`src/rtl/core/els_pkg.sv`:
```
package els_pkg;

    // default building height
    localparam int NUM_FLOORS_DEF = 8;

    // field widths of the words on the channels
    localparam int MODE_W  = 2;
    localparam int FLOOR_W = 4;

    // command codes carried in the mode field
    typedef enum logic [MODE_W-1:0] {
        MODE_REQUEST    = 2'd0,
        MODE_DOOR_CLOSE = 2'd1,
        MODE_TICK       = 2'd2
    } mode_t;

    typedef logic [FLOOR_W-1:0] floor_t;

    // one command word as held in the input register
    typedef struct packed {
        logic [MODE_W-1:0] mode;
        floor_t            req_floor;
    } cmd_t;

    // one status word as held in the result register
    typedef struct packed {
        floor_t car_floor;
        logic   in_motion;
        logic   heading_up;
        logic   arrived;
    } status_t;

endpackage

```
`src/rtl/core/els_if.sv`:
```
interface els_cmd_if;
    import els_pkg::*;

    logic              valid;
    logic              ready;
    logic [MODE_W-1:0] mode;
    floor_t            req_floor;

    modport source (output valid, output mode, output req_floor, input ready);
    modport sink   (input valid, input mode, input req_floor, output ready);
endinterface

interface els_status_if;
    import els_pkg::*;

    logic   valid;
    logic   ready;
    floor_t car_floor;
    logic   in_motion;
    logic   heading_up;
    logic   arrived;

    modport source (
        output valid, output car_floor, output in_motion, output heading_up,
        output arrived, input ready
    );
    modport sink (
        input valid, input car_floor, input in_motion, input heading_up,
        input arrived, output ready
    );
endinterface

```
`src/rtl/core/els_cmd_reg.sv`:
```
module els_cmd_reg (
    input  logic          clk,
    input  logic          rst_n,
    input  logic          in_valid,
    output logic          in_ready,
    input  els_pkg::cmd_t in_word,
    input  logic          take,
    output logic          out_valid,
    output els_pkg::cmd_t out_word
);
    import els_pkg::*;

    logic valid_reg;
    cmd_t word_reg;

    // the register frees up in the same cycle the next stage takes its word
    assign in_ready  = !valid_reg || take;
    assign out_valid = valid_reg;
    assign out_word  = word_reg;

    // occupancy
    always_ff @(posedge clk or negedge rst_n)
    begin
        if (!rst_n)
        begin
            valid_reg <= 1'b0;
        end
        else if (in_ready)
        begin
            valid_reg <= in_valid;
        end
    end

    // payload
    always_ff @(posedge clk)
    begin
        if (in_valid && in_ready)
        begin
            word_reg <= in_word;
        end
    end

endmodule

```
`src/rtl/core/els_look_step.sv`:
```
module els_look_step #(
    parameter int NUM_FLOORS = els_pkg::NUM_FLOORS_DEF
) (
    input  logic             clk,
    input  logic             rst_n,
    input  logic             step_en,
    input  els_pkg::cmd_t    word,
    output els_pkg::status_t result
);
    import els_pkg::*;

    localparam int POS_MIN = $clog2(NUM_FLOORS + 1);
    localparam int POS_W   = (POS_MIN > FLOOR_W) ? POS_MIN : FLOOR_W;
    localparam int IDX_W   = $clog2(NUM_FLOORS);

    logic [NUM_FLOORS-1:0] above_reg, above_next;
    logic [NUM_FLOORS-1:0] below_reg, below_next;
    logic [POS_W-1:0]      pos_reg, pos_next;
    logic                  dir_up_reg, dir_up_next;
    logic                  moving_reg, moving_next;
    logic                  arrived;

    logic [IDX_W-1:0]      lo_idx, hi_idx;
    logic                  a_any, b_any;
    logic [POS_W-1:0]      t_lo, t_hi;
    logic [POS_W-1:0]      pos_inc, pos_dec, pos_step;
    logic                  path_a, path_b, check_above;
    logic [NUM_FLOORS-1:0] above_clr, below_clr;
    logic                  hit_a, hit_b, tick_live;
    logic [POS_W-1:0]      f_pos;
    logic                  f_ok;
    logic [NUM_FLOORS-1:0] f_bit;

    // nearest target above: lowest set bit
    always_comb
    begin
        lo_idx = '0;
        for (int i = NUM_FLOORS - 1; i >= 0; i--)
        begin
            if (above_reg[i])
            begin
                lo_idx = IDX_W'(i);
            end
        end
    end

    // nearest target below: highest set bit
    always_comb
    begin
        hi_idx = '0;
        for (int i = 0; i < NUM_FLOORS; i++)
        begin
            if (below_reg[i])
            begin
                hi_idx = IDX_W'(i);
            end
        end
    end

    assign a_any = |above_reg;
    assign b_any = |below_reg;
    assign t_lo  = POS_W'(lo_idx) + POS_W'(1);
    assign t_hi  = POS_W'(hi_idx) + POS_W'(1);

    // one floor either way, held at the ends of the shaft
    assign pos_inc = (pos_reg < POS_W'(NUM_FLOORS)) ? pos_reg + POS_W'(1) : pos_reg;
    assign pos_dec = (pos_reg > POS_W'(1)) ? pos_reg - POS_W'(1) : pos_reg;

    // keep going the current way while its target is still ahead or here
    assign path_a      = a_any && (pos_reg <= t_lo);
    assign path_b      = b_any && (pos_reg >= t_hi);
    assign check_above = dir_up_reg ? path_a : !path_b;

    always_comb
    begin
        if (dir_up_reg)
        begin
            pos_step = path_a ? ((pos_reg < t_lo) ? pos_inc : pos_reg) : pos_dec;
        end
        else
        begin
            pos_step = path_b ? ((pos_reg > t_hi) ? pos_dec : pos_reg) : pos_inc;
        end
    end

    // arrival on the set being served
    assign above_clr = above_reg & ~({{(NUM_FLOORS-1){1'b0}}, 1'b1} << lo_idx);
    assign below_clr = below_reg & ~({{(NUM_FLOORS-1){1'b0}}, 1'b1} << hi_idx);
    assign hit_a     = check_above && a_any && (t_lo == pos_step);
    assign hit_b     = !check_above && b_any && (t_hi == pos_step);
    assign tick_live = moving_reg && (a_any || b_any);

    // floor request decode
    assign f_pos = POS_W'(word.req_floor);
    assign f_ok  = (f_pos != '0) && (f_pos <= POS_W'(NUM_FLOORS));
    assign f_bit = {{(NUM_FLOORS-1){1'b0}}, 1'b1} << IDX_W'(f_pos - POS_W'(1));

    // next state for the word in the input register
    always_comb
    begin
        above_next  = above_reg;
        below_next  = below_reg;
        pos_next    = pos_reg;
        dir_up_next = dir_up_reg;
        moving_next = moving_reg;
        arrived     = 1'b0;
        case (word.mode)
            MODE_REQUEST:
            begin
                if (f_ok && (f_pos > pos_reg))
                begin
                    above_next = above_reg | f_bit;
                end
                else if (f_ok && (f_pos < pos_reg))
                begin
                    below_next = below_reg | f_bit;
                end
            end
            MODE_DOOR_CLOSE:
            begin
                moving_next = 1'b1;
            end
            MODE_TICK:
            begin
                if (tick_live)
                begin
                    pos_next    = pos_step;
                    dir_up_next = check_above;
                    if (hit_a)
                    begin
                        above_next  = above_clr;
                        moving_next = 1'b0;
                        arrived     = 1'b1;
                        if (above_clr == '0)
                        begin
                            dir_up_next = 1'b0;
                        end
                    end
                    else if (hit_b)
                    begin
                        below_next  = below_clr;
                        moving_next = 1'b0;
                        arrived     = 1'b1;
                        if (below_clr == '0)
                        begin
                            dir_up_next = 1'b1;
                        end
                    end
                end
            end
            default:
            begin
                // unused code leaves everything as it is
            end
        endcase
    end

    // scheduler state
    always_ff @(posedge clk or negedge rst_n)
    begin
        if (!rst_n)
        begin
            above_reg  <= '0;
            below_reg  <= '0;
            pos_reg    <= POS_W'(1);
            dir_up_reg <= 1'b1;
            moving_reg <= 1'b0;
        end
        else if (step_en)
        begin
            above_reg  <= above_next;
            below_reg  <= below_next;
            pos_reg    <= pos_next;
            dir_up_reg <= dir_up_next;
            moving_reg <= moving_next;
        end
    end

    // status word after this command
    assign result.car_floor  = pos_next[FLOOR_W-1:0];
    assign result.in_motion  = moving_next;
    assign result.heading_up = dir_up_next;
    assign result.arrived    = arrived;

endmodule

```
`src/rtl/core/els_status_reg.sv`:
```
module els_status_reg (
    input  logic             clk,
    input  logic             rst_n,
    input  logic             up_valid,
    output logic             take,
    input  els_pkg::status_t in_word,
    output logic             out_valid,
    input  logic             out_ready,
    output els_pkg::status_t out_word
);
    import els_pkg::*;

    logic    valid_reg;
    status_t word_reg;

    // load when empty or when the held word leaves this cycle
    assign take      = up_valid && (!valid_reg || out_ready);
    assign out_valid = valid_reg;
    assign out_word  = word_reg;

    // occupancy
    always_ff @(posedge clk or negedge rst_n)
    begin
        if (!rst_n)
        begin
            valid_reg <= 1'b0;
        end
        else if (!valid_reg || out_ready)
        begin
            valid_reg <= up_valid;
        end
    end

    // payload
    always_ff @(posedge clk)
    begin
        if (take)
        begin
            word_reg <= in_word;
        end
    end

endmodule

```
`src/rtl/core/elevator_look_scheduler_core.sv`:
```
// LOOK scheduler for a single lift car.
// cmd channel: one word per event. mode selects a floor request (req_floor
// is the floor), a door close that lets the car move, or a movement tick.
// status channel: one word for every command word, in order, giving the car
// floor, the moving flag, the heading and whether the tick reached a target.
// Path: the edge that takes a command loads it into the command register,
// and a later edge that finds the status register free loads its status
// word there, where it holds until status.ready takes it.
// Throughput: one word per cycle while status.ready is high; the search for
// pending floors is two combinational priority encoders on the floor bits.
// Reset: both pending sets empty, car at floor 1, heading up, not moving,
// both registers empty.
// Stall: while status.ready is low the status word holds, one more command
// waits in the command register, and cmd.ready drops only when both are full.
module elevator_look_scheduler_core #(
    parameter int NUM_FLOORS = els_pkg::NUM_FLOORS_DEF
) (
    input  logic               clk,
    input  logic               rst_n,
    els_cmd_if.sink            cmd,
    els_status_if.source       status
);
    import els_pkg::*;

    cmd_t    cmd_word, cmd_held;
    logic    cmd_held_valid;
    logic    take;
    status_t next_status, status_word;

    assign cmd_word.mode      = cmd.mode;
    assign cmd_word.req_floor = cmd.req_floor;

    // command register
    els_cmd_reg u_cmd_reg (
        .clk       (clk),
        .rst_n     (rst_n),
        .in_valid  (cmd.valid),
        .in_ready  (cmd.ready),
        .in_word   (cmd_word),
        .take      (take),
        .out_valid (cmd_held_valid),
        .out_word  (cmd_held)
    );

    // scheduler state and step logic
    els_look_step #(
        .NUM_FLOORS (NUM_FLOORS)
    ) u_step (
        .clk     (clk),
        .rst_n   (rst_n),
        .step_en (take),
        .word    (cmd_held),
        .result  (next_status)
    );

    // status register
    els_status_reg u_status_reg (
        .clk       (clk),
        .rst_n     (rst_n),
        .up_valid  (cmd_held_valid),
        .take      (take),
        .in_word   (next_status),
        .out_valid (status.valid),
        .out_ready (status.ready),
        .out_word  (status_word)
    );

    assign status.car_floor  = status_word.car_floor;
    assign status.in_motion  = status_word.in_motion;
    assign status.heading_up = status_word.heading_up;
    assign status.arrived    = status_word.arrived;

endmodule

```
`src/flat_wrapper.sv`:
```
// flat-port wrapper written by rule: the top's interface ports become plain ports
module elevator_look_scheduler_core_flat import els_pkg::*;
#(
    parameter int NUM_FLOORS = els_pkg::NUM_FLOORS_DEF
)
  (clk, rst_n, cmd_valid, cmd_mode, cmd_req_floor, cmd_ready, status_valid, status_car_floor, status_in_motion, status_heading_up, status_arrived, status_ready);
  els_cmd_if cmd_i ();
  els_status_if status_i ();
  input  logic clk;
  input  logic rst_n;
  input wire logic [$bits(cmd_i.valid)-1:0] cmd_valid;
  input wire logic [$bits(cmd_i.mode)-1:0] cmd_mode;
  input wire logic [$bits(cmd_i.req_floor)-1:0] cmd_req_floor;
  output wire logic [$bits(cmd_i.ready)-1:0] cmd_ready;
  output wire logic [$bits(status_i.valid)-1:0] status_valid;
  output wire logic [$bits(status_i.car_floor)-1:0] status_car_floor;
  output wire logic [$bits(status_i.in_motion)-1:0] status_in_motion;
  output wire logic [$bits(status_i.heading_up)-1:0] status_heading_up;
  output wire logic [$bits(status_i.arrived)-1:0] status_arrived;
  input wire logic [$bits(status_i.ready)-1:0] status_ready;
  assign cmd_i.valid = cmd_valid;
  assign cmd_i.mode = cmd_mode;
  assign cmd_i.req_floor = cmd_req_floor;
  assign cmd_ready = cmd_i.ready;
  assign status_valid = status_i.valid;
  assign status_car_floor = status_i.car_floor;
  assign status_in_motion = status_i.in_motion;
  assign status_heading_up = status_i.heading_up;
  assign status_arrived = status_i.arrived;
  assign status_i.ready = status_ready;
  elevator_look_scheduler_core #(.NUM_FLOORS(NUM_FLOORS)) u_core (.clk(clk), .rst_n(rst_n), .cmd(cmd_i), .status(status_i));
endmodule
```
`config.mk`:
```
export PLATFORM = sky130hd
export DESIGN_NAME = elevator_look_scheduler_core_flat
export DESIGN_NICKNAME = d
export VERILOG_FILES = /design/src/rtl/core/els_pkg.sv /design/src/rtl/core/els_if.sv /design/src/rtl/core/els_cmd_reg.sv /design/src/rtl/core/els_look_step.sv /design/src/rtl/core/els_status_reg.sv /design/src/rtl/core/elevator_look_scheduler_core.sv /design/src/flat_wrapper.sv
export SDC_FILE = /design/constraint.sdc
export NUM_CORES = 1
export LEC_CHECK = 0
export BUFFER_PORTS_ARGS = -buffer_cell sky130_fd_sc_hd__buf_2
export CORE_ASPECT_RATIO = 0.7
export CORE_MARGIN = 4
export CORE_UTILIZATION = 63
export DETAILED_ROUTE_END_ITERATION = 12
export PLACE_DENSITY_LB_ADDON = 0.2
export SYNTH_ARGS = -nofsm -noshare
export SYNTH_HDL_FRONTEND = slang
export SYNTH_SLANG_ARGS = --single-unit
```
`constraint.sdc`:
```
create_clock -name clk -period 11.35 [get_ports clk]
set_input_delay 0.5675 -clock clk [delete_from_list [all_inputs] [get_ports clk]]
set_output_delay 0.5675 -clock clk [all_outputs]
set_load 0.01 [all_outputs]
```
Word level (Yosys, flattened, before mapping)
Index checks and enable logic that the tools add are counted.
{"block": "op_classes", "n_addsub": 5, "magnitude_cmp": 9, "eq_ne": 11, "shifts": 3, "muxes": 47, "bitwise": 6, "reduce_logical": 29}
{"op": "8-bit 2-to-1 mux", "count": 8}
{"op": "3-bit 2-to-1 mux", "count": 14}
{"op": "4-bit 2-to-1 mux", "count": 9}
{"op": "8-bit case mux with 2 select lines", "count": 2}
{"op": "1-bit by 3-bit left shift with 8-bit output (first input constant)", "count": 3}
{"op": "8-bit AND", "count": 2}
{"op": "8-bit logical NOT", "count": 2}
{"op": "8-bit NOT", "count": 2}
{"op": "8-bit bitwise OR", "count": 2}
{"op": "8-bit OR reduction", "count": 2}
{"op": "2-bit inequality test (second input constant)", "count": 7}
{"op": "1-bit 2-to-1 mux", "count": 13}
{"op": "1-bit logical AND", "count": 12}
{"op": "3-bit by 1-bit adder with 4-bit output (second input constant)", "count": 2}
{"op": "4-bit == test", "count": 2}
{"op": "4-bit greater-than comparator", "count": 2}
{"op": "4-bit < comparator", "count": 2}
{"op": "7-bit AND reduction", "count": 1}
{"op": "5-bit AND reduction", "count": 1}
{"op": "4-bit by 1-bit adder with 4-bit output (second input constant)", "count": 1}
{"op": "4-bit greater-or-equal comparator", "count": 1}
{"op": "4-bit by 1-bit greater-than comparator with 1-bit output (second input constant)", "count": 1}
{"op": "4-bit less-or-equal comparator", "count": 1}
{"op": "4-bit less-or-equal comparator (second input constant)", "count": 1}
{"op": "other kinds (12)", "count": 17}
{"block": "word_totals", "register_bits": 37, "input_bits": 10, "out_inout_bits": 9}

Depth between registers and ports, before layout
Gate-level depths: netlist of run 1.
{"block": "logic_depth", "ltp_word": 19, "depth_mapped": 19, "mapped_depth_nobuf": 18}

By module
From an unflattened synthesis of run 1, not the netlist that was laid out.
{"block": "hier_totals", "hier_cells": 324, "hier_area_um2": 2951.6}
{"mod": "els_look_step", "instances": 1, "cells_each": 303, "area_per_inst_um2": 2463.6, "seq_area_each_um2": 553.0}
{"mod": "els_status_reg", "instances": 1, "cells_each": 11, "area_per_inst_um2": 254.0, "seq_area_each_um2": 235.2}
{"mod": "els_cmd_reg", "instances": 1, "cells_each": 10, "area_per_inst_um2": 234.0, "seq_area_each_um2": 205.2}

Least setup slack after synthesis of run 1
No wires, ideal clock.
{"block": "synth_timing", "path_kind": "flip-flop to flip-flop", "from": "register u_core.u_step.below_reg[2]", "to": "register u_core.u_status_reg.word_reg (netlist bit u_core.u_status_reg.out_word[1]) (data pin)", "setup_ps": 259, "arrival_time_ps": 4245, "path_slack_ps": 6846, "stages_incl_launch_ff": 19, "path_buffers": 0, "cell_sequence": "dfrtp_1 > inv_1 > a21oi_1 > o21bai_1 > a21oi_1 > inv_1 > ha_1 > ha_1 > inv_1 > ha_1 > nand4_1 > a21bo_2 > o211a_1 > or4_4 > nand2_1 > mux2_2 > nor4_2 > a221oi_1 > a211o_1"}
{"element": "start: declaration", "line": "els_look_step.sv:17", "source": "logic [NUM_FLOORS-1:0] below_reg, below_next;"}
{"element": "start signal: assignment", "line": "els_look_step.sv:172", "source": "below_reg <= below_next;"}
{"element": "end signal: assignment", "line": "els_status_reg.sv:39", "source": "word_reg <= in_word;"}
{"element": "end: declaration", "line": "els_status_reg.sv:14", "source": "status_t word_reg;"}

==> results of run 1 <==
## metal layers
metal / up-vias / routed length [µm]
met3: 18 / 666
met2: 148 / 3426
li1: 1337 / -
met5: - / 0
met1: 1339 / 3855
met4: 0 / 125
## stage by stage
stage / cell area [µm²] / hold WS [ns] / utilization (%) / total power [mW]
finish: 3313 / 0.2578 / 69.28 / 1.025
global route: 3313 / 0.3023 / 69.28 / 1.102
CTS: 3313 / 0.2807 / 69.28 / 1.009
detailed placement: 3202 / 0.4822 / 66.95 / 0.8904
global placement: 3202 / 0.4645 / 66.95 / 0.8777
floorplan: 3102 / 0.2719 / - / 0.7475
## kinds of logic after synthesis
| group | Yosys count | synth area share [%] |
|---|---|---|
| simple gates | 125 | 21.86 |
| compound gates | 104 | 24.32 |
| buf+inv | 37 | 5.849 |
| flops | 37 | 32.03 |
| fa+ha+maj | 27 | 10.89 |
| xor+xnor | 8 | 2.259 |
| mux | 8 | 2.783 |
## cell type report
type / count / share of cell area (%)
Multi-Input combinational cell: 272 / 58.16
Sequential cell: 37 / 29.98
Timing Repair Buffer: 18 / 2.719
Inverter: 28 / 3.172
Tap cell: 69 / 2.606
Clock buffer: 6 / 2.190
Clock inverter: 2 / 1.171
## worst min path at each step
stage	start	to	slack [ns]	depth (start not counted)
final	rst_n	u_core.u_step.above_reg[6]$_DFFE_PN0P_	0.26	1
after detailed placement	u_core.u_cmd_reg.out_valid$_DFFE_PN0N_	u_core.u_status_reg.out_valid$_DFFE_PN0P_	0.48	1
after CTS	rst_n	u_core.u_step.above_reg[6]$_DFFE_PN0P_	0.28	1
after global routing	rst_n	u_core.u_step.above_reg[6]$_DFFE_PN0P_	0.30	1
after global placement	u_core.u_cmd_reg.out_valid$_DFFE_PN0N_	u_core.u_status_reg.out_valid$_DFFE_PN0P_	0.46	1
after floorplan	rst_n	u_core.u_cmd_reg.out_valid$_DFFE_PN0N_	0.27	0
## synth_stat cells (7+ instances only)
cell type	count
a211oi_1	10
nor2_1	23
nand2_1	29
inv_1	26
nor2b_1	10
edfxtp_1	13
xnor2_1	7
nand3_1	10
dfrtp_1	22
ha_1	27
nor3_1	17
o21ai_0	7
a21oi_1	26
## worst reg2reg max path: stages (launching register included)
cell	delay [ns]
dfrtp_1	0.41
inv_1	0.11
a21oi_1	0.15
o21bai_1	0.07
a21oi_1	0.37
inv_1	0.13
ha_1	0.25
ha_1	0.32
inv_1	0.05
ha_1	0.31
nand4_1	0.17
a21bo_2	0.27
a211oi_1	0.44
o221a_2	0.37
nor3_1	0.06
a211oi_1	0.62
or3_4	0.26
or3b_2	0.47
nand2_1	0.08
## power groups by stage
stage                     Combinational (mW)  Clock, mW  Sequential (mW)
final                                  0.665      0.114            0.245
after floorplan                        0.531          0            0.216
after detailed placement               0.645          0            0.245
after global routing                   0.727      0.122            0.253
after global placement                 0.634          0            0.244
after CTS                              0.651      0.116            0.243
==> out/results.ini, run 1 <==
[routing]
wl_um = 8074
vias = 2842
drt_pass1_iterations = 5
via_per_inst = 6.579
drc = 0
routedWlPerCell_um = 18.69
dr.first_iter.drc_count = 359
drtAntennaViolNets = 0

[placed_design]
io_buffer_count = 18
dpl_worst_slack_ns = 6.385
place_inst = 424
place_congestion = 0.9973
place_hpwl_um = 6240

[sta]
tns_ns = 0
max_freq_mhz = 198.4
finalSetupViolCount = 0
setup_ws_ns = 6.310
fin_crit_sh_pct = 44.41
rsz0062_at_grt = no
hold_viol_final = 0
final.setup_skew_ns = 0.005980
finalCriticalPeriod_ns = 5.040
relSlewSlack_pct = 37.49
drv_slew = 0
worst_pin_slew_ns = 0.9357

[floorplanning]
die_x_um = 91.87
start_util_pct = 64.86
rows = 21
dieArea_mm2 = 0.006128
num_io_pins = 19
coreArea_mm2 = 0.004782
die_y_um = 66.71

[worst_setup_path]
critPathRequiredTime_ns = 11.51
r2r_cells = 18
worst-path-buf-inv = 3
crit_start = u_core.u_step.below_reg[2]$_DFFE_PN0P_
worstSetupPathType = reg -> reg
cp_cell_sequence = inv_1, a21oi_1, o21bai_1, a21oi_1, inv_1, ha_1, ha_1, inv_1, ha_1, nand4_1, a21bo_2, a211oi_1, o221a_2, nor3_1, a211oi_1, or3_4, or3b_2, nand2_1
cp.depth = 18
critPathCaptureType = register
cp-endpoint = u_core.u_status_reg.out_word[2]$_DFFE_PP_
r2r-start = u_core.u_step.below_reg[2]$_DFFE_PN0P_
cpLargestDelayFamily = compound AO/OA/AOI/OAI gates
r2r_slack_ns = 6.31
path_max_fanout = 5
cpPeakStageDelay_ns = 0.62
cp.arrival_ns = 5.20
r2r-end = u_core.u_status_reg.out_word[2]$_DFFE_PP_
cpMaxStageDelayCell = a211oi_1
startpoint_type = register

[power]
max-vdd-ir-drop_mv = 0.1710
p_leak_nw = 1.413
p_seq_share_pct = 23.9
switching_power_uw = 509.5
comb_power_share_pct = 64.9
p_per_area_mw_per_mm2 = 309.4
p_sw_share_pct = 49.70
internal_power_uw = 515.6
clkPwrFrac_pct = 11.2

[cts]
cts_buffers = 5
hold_buffers = 0
clockBufferDepth = 2
cts_tree = yes
worstSkewPairLatency_ns = 0.29
clock-root-buffer = clkbuf_8
postCtsSetupRepairBufs = 0
clk_pin_slew_ns = 0.08
clock-sinks = 37
cts_max_level = 2
cts_resized = 0

[global_routing]
grt_pass1_wl_um = 13280
grt_pass1_vias = 2620
grt_usage_pct = 27.77
busiest_layer = met2
met1_usage_pct = 41.49
met2_usage_pct = 41.55
grt_antenna_before_repair = 0
grt_max_degree = 25
use_met3_pct = 5.192
grt-ovfl-total = 0

[yosys]
synth_area_mm2 = 0.003102
synthFlopType = dfrtp_1
syn-instance-count = 346
synth_edf_count = 13
yosys.area.top_type = dfrtp_1
synth_top_area_share_pct = 17.75
yosysSeqAreaShare_pct = 32.03
synth_cell_types = 75
synthArstFlopShare_pct = 64.86
ys_seq_elements = 37
synth_warnings = 0
synth_fp_nets = 383
ys_top_cells_by_area = dfrtp_1 (18%), edfxtp_1 (13%), ha_1 (11%)
avgSynthCellArea_um2 = 8.965

[min_path]
hold_path.class = in -> async

[final_layout]
area.growth.synth_to_final_pct = 6.817
drive_above_1_share_pct = 13.22
final_cell_mix = nand2_1 (29), ha_1 (27), inv_1 (26), a21oi_1 (26), nor2_1 (23)
nets = 399
num-fill-cells = 413
diodes = 0
regArea_um2 = 993.5
instances_no_fill = 432
multi_input_area_mm2 = 0.001927
final_common_cell = nand2_1

[flow_run]
drv_cap = 0

[run_status]
outcome = complete, no violations

Note: power is estimated with default switching activity, not from simulation.
==> run 2: changes to the inputs <==
- CORE_UTILIZATION: 63 -> 62
- clock period: 11.35 -> 5.13 ns (I/O delays scaled with it)
==> run 2 against run 1 <==
Compared with the run above: global-route usage about the same; power increased by 120%; first-iteration DRC count is 7.0% lower; die area grew 1.4%; combinational power up 130%; clock-buffer cell count down 1; via count decreased by 0.39%; non-clock buffer count increased by 7; utilization rose by 0.32 points; clock skew up 0.0024 ns; critical endpoint unchanged.
==> out/results.ini, run 2 (synthesized netlist as in run 1, its figures left out) <==
[floorplanning]
rows = 21  ; unchanged
die_y_um = 67.18  ; +0.70%
die_x_um = 92.54  ; +0.73%
coreArea_mm2 = 0.004808  ; +0.55%
num_io_pins = 19  ; unchanged
start_util_pct = 64.51  ; -0.35 points
dieArea_mm2 = 0.006216  ; +1.4%

[min_path]
hold-path-cell-count = 1
worstHoldStart = cmd_req_floor[3]
min_to = u_core.u_cmd_reg.out_word[3]$_DFFE_PP_
hold_path.class = in -> reg

[global_routing]
grt_max_degree = 25  ; unchanged
grt-ovfl-total = 0  ; unchanged
grt_antenna_before_repair = 0  ; unchanged
grt_pass1_vias = 2579  ; -1.6%
grt_usage_pct = 27.75  ; about the same
grt_pass1_wl_um = 13280  ; unchanged

[worst_setup_path]
r2r_slack_ns = 0.23  ; -6.08 ns
cp.arrival_ns = 5.06  ; -0.14 ns
r2r-end = u_core.u_status_reg.out_word[2]$_DFFE_PP_
startpoint_type = register
path_max_fanout = 5  ; unchanged
critPathCaptureType = register
critPathRequiredTime_ns = 5.29  ; -6.22 ns
worstSetupPathType = reg -> reg
r2r_cells = 18  ; unchanged
r2r-start = u_core.u_step.below_reg[2]$_DFFE_PN0P_
crit_start = u_core.u_step.below_reg[2]$_DFFE_PN0P_

[sta]
max_freq_mhz = 204.3  ; +3.0%
finalCriticalPeriod_ns = 4.896  ; -0.1448 ns
rsz0062_at_grt = no
worst_pin_slew_ns = 0.9128  ; -0.02287 ns
final.setup_skew_ns = 0.008413  ; +0.002434 ns
relSlewSlack_pct = 39.02  ; +1.5 points
fin_crit_sh_pct = 95.43  ; +51 points
tns_ns = 0  ; unchanged
hold_viol_final = 0  ; unchanged
finalSetupViolCount = 0  ; unchanged
drv_slew = 0  ; unchanged
hold_ws_ns = 0.1329  ; -0.1249 ns

[final_layout]
drive_above_1_share_pct = 14.86  ; +1.6 points
area.growth.synth_to_final_pct = 7.906
multi_input_area_mm2 = 0.001927  ; unchanged
final_cell_mix = nand2_1 (29), ha_1 (27), inv_1 (26), a21oi_1 (26), nor2_1 (23)
regArea_um2 = 993.5  ; unchanged
diodes = 0  ; unchanged
final_common_cell = nand2_1
nets = 406  ; +1.8%
num-fill-cells = 384  ; -7.0%
instances_no_fill = 439  ; +1.6%

[routing]
wl_um = 8327  ; +3.1%
vias = 2831  ; -0.39%
drtAntennaViolNets = 0  ; unchanged
routedWlPerCell_um = 18.97  ; +1.5%
dr.first_iter.drc_count = 334  ; -7.0%
via_per_inst = 6.449  ; -2.0%
drt_pass1_iterations = 8  ; +3
drc = 0  ; unchanged

[power]
p_per_area_mw_per_mm2 = 680.5  ; +120%
p_leak_nw = 1.436  ; +1.7%
max-vdd-ir-drop_mv = 0.4070  ; +140%

[cts]
worstSkewPairLatency_ns = 0.30  ; about the same
clockBufferDepth = 2  ; unchanged
clock-sinks = 37  ; unchanged
postCtsSetupRepairBufs = 0  ; unchanged
cts_max_level = 2  ; unchanged
cts_buffers = 5  ; unchanged
clk_pin_slew_ns = 0.08  ; about the same
clock-root-buffer = clkbuf_8
cts_tree = yes

[placed_design]
io_buffer_count = 18  ; unchanged
place_inst = 430  ; +1.4%
place_congestion = 0.9847  ; -1.3%
place_hpwl_um = 6386  ; +2.3%

[flow_run]
drv_cap = 0  ; unchanged

[run_status]
outcome = complete, no violations

## run 2: worst max-delay path by stage
stage	end	slack (ns)
floorplan	u_core.u_status_reg.out_word[1]$_DFFE_PP_	0.63
global placement	u_core.u_status_reg.out_word[2]$_DFFE_PP_	0.42
detailed placement	u_core.u_step.below_reg[6]$_DFFE_PN0P_	0.37
CTS	u_core.u_status_reg.out_word[2]$_DFFE_PP_	0.33
global route	u_core.u_status_reg.out_word[2]$_DFFE_PP_	0.02
finish	u_core.u_status_reg.out_word[2]$_DFFE_PP_	0.23
## run 2: per-stage QoR
stage / area [µm²] / power [mW] / utilization [%] / worst slack [ns]
finish: 3347 / 2.278 / 69.61 / 0.2345
global route: 3347 / 2.438 / 69.61 / 0.01732
CTS: 3347 / 2.222 / 69.61 / 0.3286
detailed placement: 3247 / 2.000 / 67.53 / 0.3727
global placement: 3247 / 1.996 / 67.53 / 0.4207
floorplan: 3102 / 1.654 / - / 0.6258
## run 2: layer usage
| layer | part of all wire (%) | vias to the layer above | GRT usage (%) |
|---|---|---|---|
| met5 | 0 | - | 0 |
| met4 | 0.65 | 0 | 4.444 |
| met3 | 9.8 | 9 | 7.461 |
| met2 | 41 | 142 | 40.56 |
| met1 | 49 | 1330 | 41.66 |
| li1 | - | 1350 | - |
## run 2: layout make-up
cell class	count	share of cell area (%)
repair buffers	25	4.336
clock inverters	3	0.6355
clock buffers	5	2.056
inverters	28	3.140
well taps	69	2.579
flip-flops and latches	37	29.68
multi-input cells	272	57.57
## run 2: worst max-delay path: stages (launching register included)
cell	delay, ns
dfrtp_1	0.41
inv_1	0.11
a21oi_1	0.16
o21bai_1	0.08
a21oi_1	0.19
inv_1	0.11
ha_1	0.23
ha_1	0.38
inv_1	0.07
ha_1	0.31
nand4_1	0.23
a21bo_2	0.31
a211oi_1	0.08
a211oi_1	0.54
nor3_1	0.11
a211oi_1	0.60
or3_4	0.26
or3b_2	0.48
nand2_1	0.09
## run 2: where the power goes
group | switching (mW) | internal [mW]
registers | 0.132 | 0.400
clock network | 0.114 | 0.0964
logic | 0.911 | 0.624
total | 1.16 | 1.12
## run 2: what timing repair did
| item | 4_1_cts | 5_1_grt |
|---|---|---|
| hold buffers | 1 | 0 |
| endpoints found under the hold margin | 22 | 0 |
| resized for setup | 0 | 0 |
